File: config.mk
export PLATFORM = sky130hd
export DESIGN_NAME = swca_merge
export DESIGN_NICKNAME = d
export VERILOG_FILES = /design/src/rtl/swca_pkg.sv /design/src/rtl/swca_merge.sv
export SDC_FILE = /design/constraint.sdc
export NUM_CORES = 1
export LEC_CHECK = 0
export BUFFER_PORTS_ARGS = -buffer_cell sky130_fd_sc_hd__buf_2
export CORE_MARGIN = 4
export CORE_UTILIZATION = 41
export DETAILED_ROUTE_END_ITERATION = 7
export GPL_ROUTABILITY_DRIVEN = 0
export GPL_TIMING_DRIVEN = 0
export PLACE_DENSITY_LB_ADDON = 0.2
export SLEW_MARGIN = 0
export SYNTH_ARGS = -nofsm -noshare
export SYNTH_HDL_FRONTEND = slang
export SYNTH_SLANG_ARGS = --single-unit
export TNS_END_PERCENT = 20
File: constraint.sdc
create_clock -name clk -period 1 [get_ports clk]
set_input_delay 0.05 -clock clk [delete_from_list [all_inputs] [get_ports clk]]
set_output_delay 0.05 -clock clk [all_outputs]
set_load 0.05 [all_outputs]
File: src/rtl/swca_pkg.sv
// ----------------------------------------------------------------------------
// swca_pkg
// Shared constants, beat types and control structs for the sliding-window
// channel averager.
// ----------------------------------------------------------------------------
package swca_pkg;

  localparam int WINDOW_SLOTS = 120;
  localparam int CHANNELS     = 5;

  localparam int SAMPLE_W = 24;
  localparam int MASK_W   = 5;
  localparam int HELD_W   = 7;

  localparam int SLOT_W = $clog2(WINDOW_SLOTS);
  // count stays below WINDOW_SLOTS: a push into a full window drops the oldest frame
  localparam int CNT_W  = $clog2(WINDOW_SLOTS + 1);
  // magnitude of a sum never exceeds WINDOW_SLOTS * 2^(SAMPLE_W-1)
  localparam int SUM_W  = SAMPLE_W + $clog2(WINDOW_SLOTS);
  localparam int STEP_W = $clog2(SUM_W);

  localparam logic OP_PUSH  = 1'b0;
  localparam logic OP_CLEAR = 1'b1;

  typedef struct packed {
    logic                       opcode;
    logic signed [SAMPLE_W-1:0] temperature;
    logic signed [SAMPLE_W-1:0] humidity;
    logic signed [SAMPLE_W-1:0] pressure;
    logic signed [SAMPLE_W-1:0] carbon_dioxide;
    logic signed [SAMPLE_W-1:0] air_quality;
    logic        [MASK_W-1:0]   valid_mask;
  } in_item_t;

  typedef struct packed {
    logic signed [SAMPLE_W-1:0] avg_temperature;
    logic signed [SAMPLE_W-1:0] avg_humidity;
    logic signed [SAMPLE_W-1:0] avg_pressure;
    logic signed [SAMPLE_W-1:0] avg_carbon_dioxide;
    logic signed [SAMPLE_W-1:0] avg_air_quality;
    logic        [HELD_W-1:0]   frames_held;
  } out_item_t;

  typedef struct packed {
    logic clr;        // empty the running sum
    logic push;       // store sample, add to sum
    logic drop;       // subtract the oldest sample read back from the ring
    logic div_start;  // load the divider
    logic div_step;   // one quotient bit
  } lane_ctl_t;

  typedef enum logic [2:0] {
    ST_IDLE,
    ST_DROP,
    ST_LOAD,
    ST_DIV,
    ST_EMIT
  } seq_state_t;

endpackage

File: src/rtl/swca_merge.sv
// ----------------------------------------------------------------------------
// swca_merge
// Collects the lane quotients and the frame count into the result beat and
// holds it in the output register until it is taken.
// ----------------------------------------------------------------------------
module swca_merge (
  input  logic                                                clk,
  input  logic                                                rst_n,
  input  logic                                                load,
  input  logic [swca_pkg::CNT_W-1:0]                          count,
  input  logic [swca_pkg::CHANNELS-1:0][swca_pkg::SAMPLE_W-1:0] lane_avg,
  input  logic                                                out_ready,
  output logic                                                out_valid,
  output swca_pkg::out_item_t                                 out_data
);

  logic                                                  out_valid_r, out_valid_nxt;
  swca_pkg::out_item_t                                   out_data_r;
  logic [swca_pkg::CHANNELS-1:0][swca_pkg::SAMPLE_W-1:0] avg_z;

  // empty window: divisor is zero, report zeros
  always_comb begin
    for (int c = 0; c < swca_pkg::CHANNELS; c++) begin
      avg_z[c] = (count == '0) ? '0 : lane_avg[c];
    end
  end

  always_comb begin
    out_valid_nxt = out_valid_r;
    if (load) begin
      out_valid_nxt = 1'b1;
    end else if (out_ready) begin
      out_valid_nxt = 1'b0;
    end
  end

  always_ff @(posedge clk) begin
    if (!rst_n) begin
      out_valid_r <= 1'b0;
    end else begin
      out_valid_r <= out_valid_nxt;
    end
  end

  always_ff @(posedge clk) begin
    if (load) begin
      out_data_r.avg_temperature    <= avg_z[0];
      out_data_r.avg_humidity       <= avg_z[1];
      out_data_r.avg_pressure       <= avg_z[2];
      out_data_r.avg_carbon_dioxide <= avg_z[3];
      out_data_r.avg_air_quality    <= avg_z[4];
      out_data_r.frames_held        <= swca_pkg::HELD_W'(count);
    end
  end

  assign out_valid = out_valid_r;
  assign out_data  = out_data_r;

endmodule

# After elaboration in Yosys (flattened, before gate mapping)
# Index checks and enable logic that the tools add are counted.
[totals]
inputBits = 131
elab_cells = 11
out_inout_bits = 128
mem_bits_ro = 0
latch_bits = 0
ram_bits = 0
mem_count = 0
ff_bits = 128
[classes]
addsub = 0
n_lt_le_gt_ge = 0
shift = 0
div = 0
n_bitwise = 0
reduce_logical = 2
n_mul = 0
n_eq_ne = 0
n_mux = 2
[op_table]
columns = ["cell", "n"]
rows = [
  ["$logic_not 7->1", 1],
  ["$mux 1", 2],
  ["$reduce_bool 2->1", 1],
]

# Logic depth before layout (Yosys ltp)
[logic_depth]
word_depth = 2
depth_mapped = 4
mapped_depth_nobuf = 2

# Worst setup path before layout
# OpenSTA, ideal clock, no wires.
[synth_path]
kind = "in2reg"
start = "input count[4] (netlist bit)"
end = "register out_data_r, in the netlist out_data[75] (data pin)"
path_buffers = 2
setup_slack_ns = -0.024
arrival_time_ns = 0.755
required_ns = 0.731
cell_stages = 4
setup_ns = 0.269
cell_sequence = "nor4_2 -> buf_4 -> buf_4 -> a21boi_0"
[synth_via]
elab_chain_cells = 1
[synth_rtl]
columns = ["element", "line_no", "source"]
rows = [
  ["start, declared", "swca_merge.sv:10", "input logic [swca_pkg::CNT_W-1:0] count,"],
  ["$logic_not 7->1", "swca_merge.sv:24", "avg_z[c] = (count == '0) ? '0 : lane_avg[c];"],
  ["end, declared", "swca_merge.sv:18", "swca_pkg::out_item_t out_data_r;"],
]
# Every way passes these cells.
# A chain may end at the register's enable or synchronous reset.

# Final worst setup path
[layout_path]
start = "register out_data_r, in the netlist out_data[32]"
end = "output out_data[32] (netlist bit)"
[layout_lines]
columns = ["element", "line_no", "source"]
rows = [
  ["end, declared", "swca_merge.sv:14", "output swca_pkg::out_item_t out_data"],
]
# No word-level cell between the ends.

==> out/results.txt <==
row cnt - 39
synthesized area - 4920 um2
TritonCTS Sinks - 128
initial antenna violation count - 2
largest net degree at the start of global routing - 78
# setup viols final - 57
measured slew at the worst slew-check pin - 0.503 ns
Clock Tree Root - clkbuf_16
Clock transition at path regs - 0.05 ns
Post-synth EDFFs - 127
CP Data Required Time - 0.95 ns
Synth Register Bits - 128
syn nets - 409
Rel. slew slack - 66.5%
Worst path depth - 1
Synth warnings - 0
Skew-Pair Late Insertion Delay - 0.40 ns
vias - 3822
CTS tree - yes
WL per Instance - 18.2 um
RSZ-0062 raised after global routing - true
htree depth - 4
fraction of layout cells with a size suffix above 1 - 46.6%
Net Sw Frac - 28.4%
internal power - 10.8 mW
Core ar. - 11600 um2
Lkg Pwr - 3.58 nW
Arrival @ worst endpoint - 0.99 ns
combinational fraction of design power - 22.6%
minimum clock period after layout - 1.04 ns
synth top area cells - edfxtp_1, a21boi_0, a21boi_1
gr usage total - 21.3%
number of global-route vias before repair - 4307
first drt pass iteration count - 4
CTS max path bufs - 2
global-route wire length before repair - 22800 um
die width - 118 um
Worst Reg-to-Reg Cells - 2
# fillers - 677
worst-path cell chain - buf_6
Post-Syn Instances - 278
outcome - complete, but fails checks
initial core utilization - 42.5%
Finished Cell Area - 8580 um2
final count of hold timing violations - 0
area leader, netlist - edfxtp_1
area fraction of the dominant cell type after synthesis - 77.5%
Crit path max-delay family - flip-flops
Die ar. - 13800 um2
Port Buffer Count - 258
DRC Markers - 0
Max VDD drop - 1.18 mV
FMAX - 0.964 GHz
Seq pwr share - 44.0%
maxcap violations - 0
Critical-path top delay cell - edfxtp_1
hpwl dp - 8690 um
Crit Path Max Fanout - 1
final worst setup slack - -0.0369 ns
Post-synth top cells - edfxtp_1, a21boi_0, a21boi_1, buf_4, clkbuf_1
Vias/cell - 4.81
Async S/R FF share, synth - 0%
hold slack - 0.0119 ns
Syn-to-layout area delta - 74.5%
count of cell types in the netlist - 11
# IOs - 259
ys flop type - edfxtp_1
grt total ovfl - 0
Final Skew - 0 ns
failing checks - negative setup slack
placed inst area - 6430 um2
pwr dens - 1750 nW/um2
hold crit path type - in -> reg
CP bufs+invs - 1
register area share after synthesis - 77.9%
final WL - 14400 um
WHS Path Cells - 2
Num CTS Buffers - 17
overall power - 15.0 mW
most frequent cell after synthesis - edfxtp_1
Setup CP Type - reg -> out
pre-CTS WS - -0.531 ns
Routed Antenna Nets - 0
Nets - 774
initial DRC count - 246
syn_area_per_cell - 17.7 um2
crit path launch type - flop
CP peak stage delay - 0.41 ns
Worst setup EP type - output port
Pins Over Slew Limit - 0
Tcrit/Tclk final - 104%
Multi-input gate area - 946 um2
Psw - 4.26 mW
Die Y - 118 um
sequential cell area - 3830 um2
Clk pwr share - 33.4%
## cells in the final DEF (no fill, tap or decap)
cell / instances
a21boi_1: 23
nor4_4: 1
o21a_1: 1
buf_4: 11
buf_16: 1
clkbuf_16: 17
clkinv_2: 1
clkbuf_1: 5
nor3_2: 1
edfxtp_1: 127
a21boi_0: 97
buf_2: 133
dfxtp_1: 1
dlygate4sd3_1: 87
clkbuf_2: 8
nor2b_1: 1
diode_2: 2
buf_6: 130
clkinv_1: 5
## layer usage
metal / global-route usage [%] / vias to the layer above / part of all wire, %
met3: 8.51 / 35 / 8.1
met1: 22.3 / 1805 / 35
li1: - / 1810 / -
met2: 37.1 / 172 / 53
met5: 0 / - / 0
met4: 10.7 / 0 / 3.4
## worst paths after layout
check	from	endpoint	slack [ns]
hold reg to reg	out_valid$_SDFFE_PN0P_	out_valid$_SDFFE_PN0P_	0.61
setup / recovery	out_data[32]$_SDFFCE_PN0P_	out_data[32]	-0.04
setup reg to reg	out_valid$_SDFFE_PN0P_	out_valid$_SDFFE_PN0P_	0.30
hold / removal	lane_avg[74]	out_data[33]$_SDFFCE_PN0P_	0.01
## cell families (layout without fill, tap and decap cells)
family | after synthesis | in the layout | synth area share, %
compound gates | 121 | 121 | 18.5
buf+inv | 26 | 398 | 3.00
flops | 128 | 128 | 77.9
other cells | 0 | 2 | 0
simple gates | 3 | 3 | 0.585
## state kept, by name (all words and copies together), names as in the netlist
| signal | cells |
|---|---|
| out_data | 127 |
| out_valid | 1 |
## power groups by stage
stage	clock (mW)	sequential, mW	combinational (mW)
floorplan	0	8.12	0.245
global placement	0	6.59	2.57
detailed placement	0	6.59	2.60
CTS	5.07	6.60	3.36
global route	5.34	6.65	3.52
finish	5.02	6.61	3.39
## stage by stage
step	setup TNS [ns]	util (%)	cells
3_3_place_gp	-230.44	55.3	679
2_1_floorplan	0	-	278
4_1_cts	-2.38	74.1	793
3_5_place_dp	-60.06	55.6	680
6_report	-0.614	74.2	795
5_1_grt	-5.14	74.2	795
## final cells by class
class                      count  share of cell area [%]
sequential                   128                    44.7
timing repair buffer         346                    34.9
antenna                        2                  0.0583
buffer                        26                    1.88
clock inverter                 6                   0.277
tap                          143                    2.08
multi-input combinational    124                    11.0
clock buffer                  20                    5.09
## what timing repair did
item,4_1_cts,5_1_grt
endpoints found under the hold margin,86,0
resized for setup,260,5
setup buffers,0,0
hold buffers,87,0
setup endpoints to repair,146,140
Note: power is estimated with default switching activity, not from simulation.
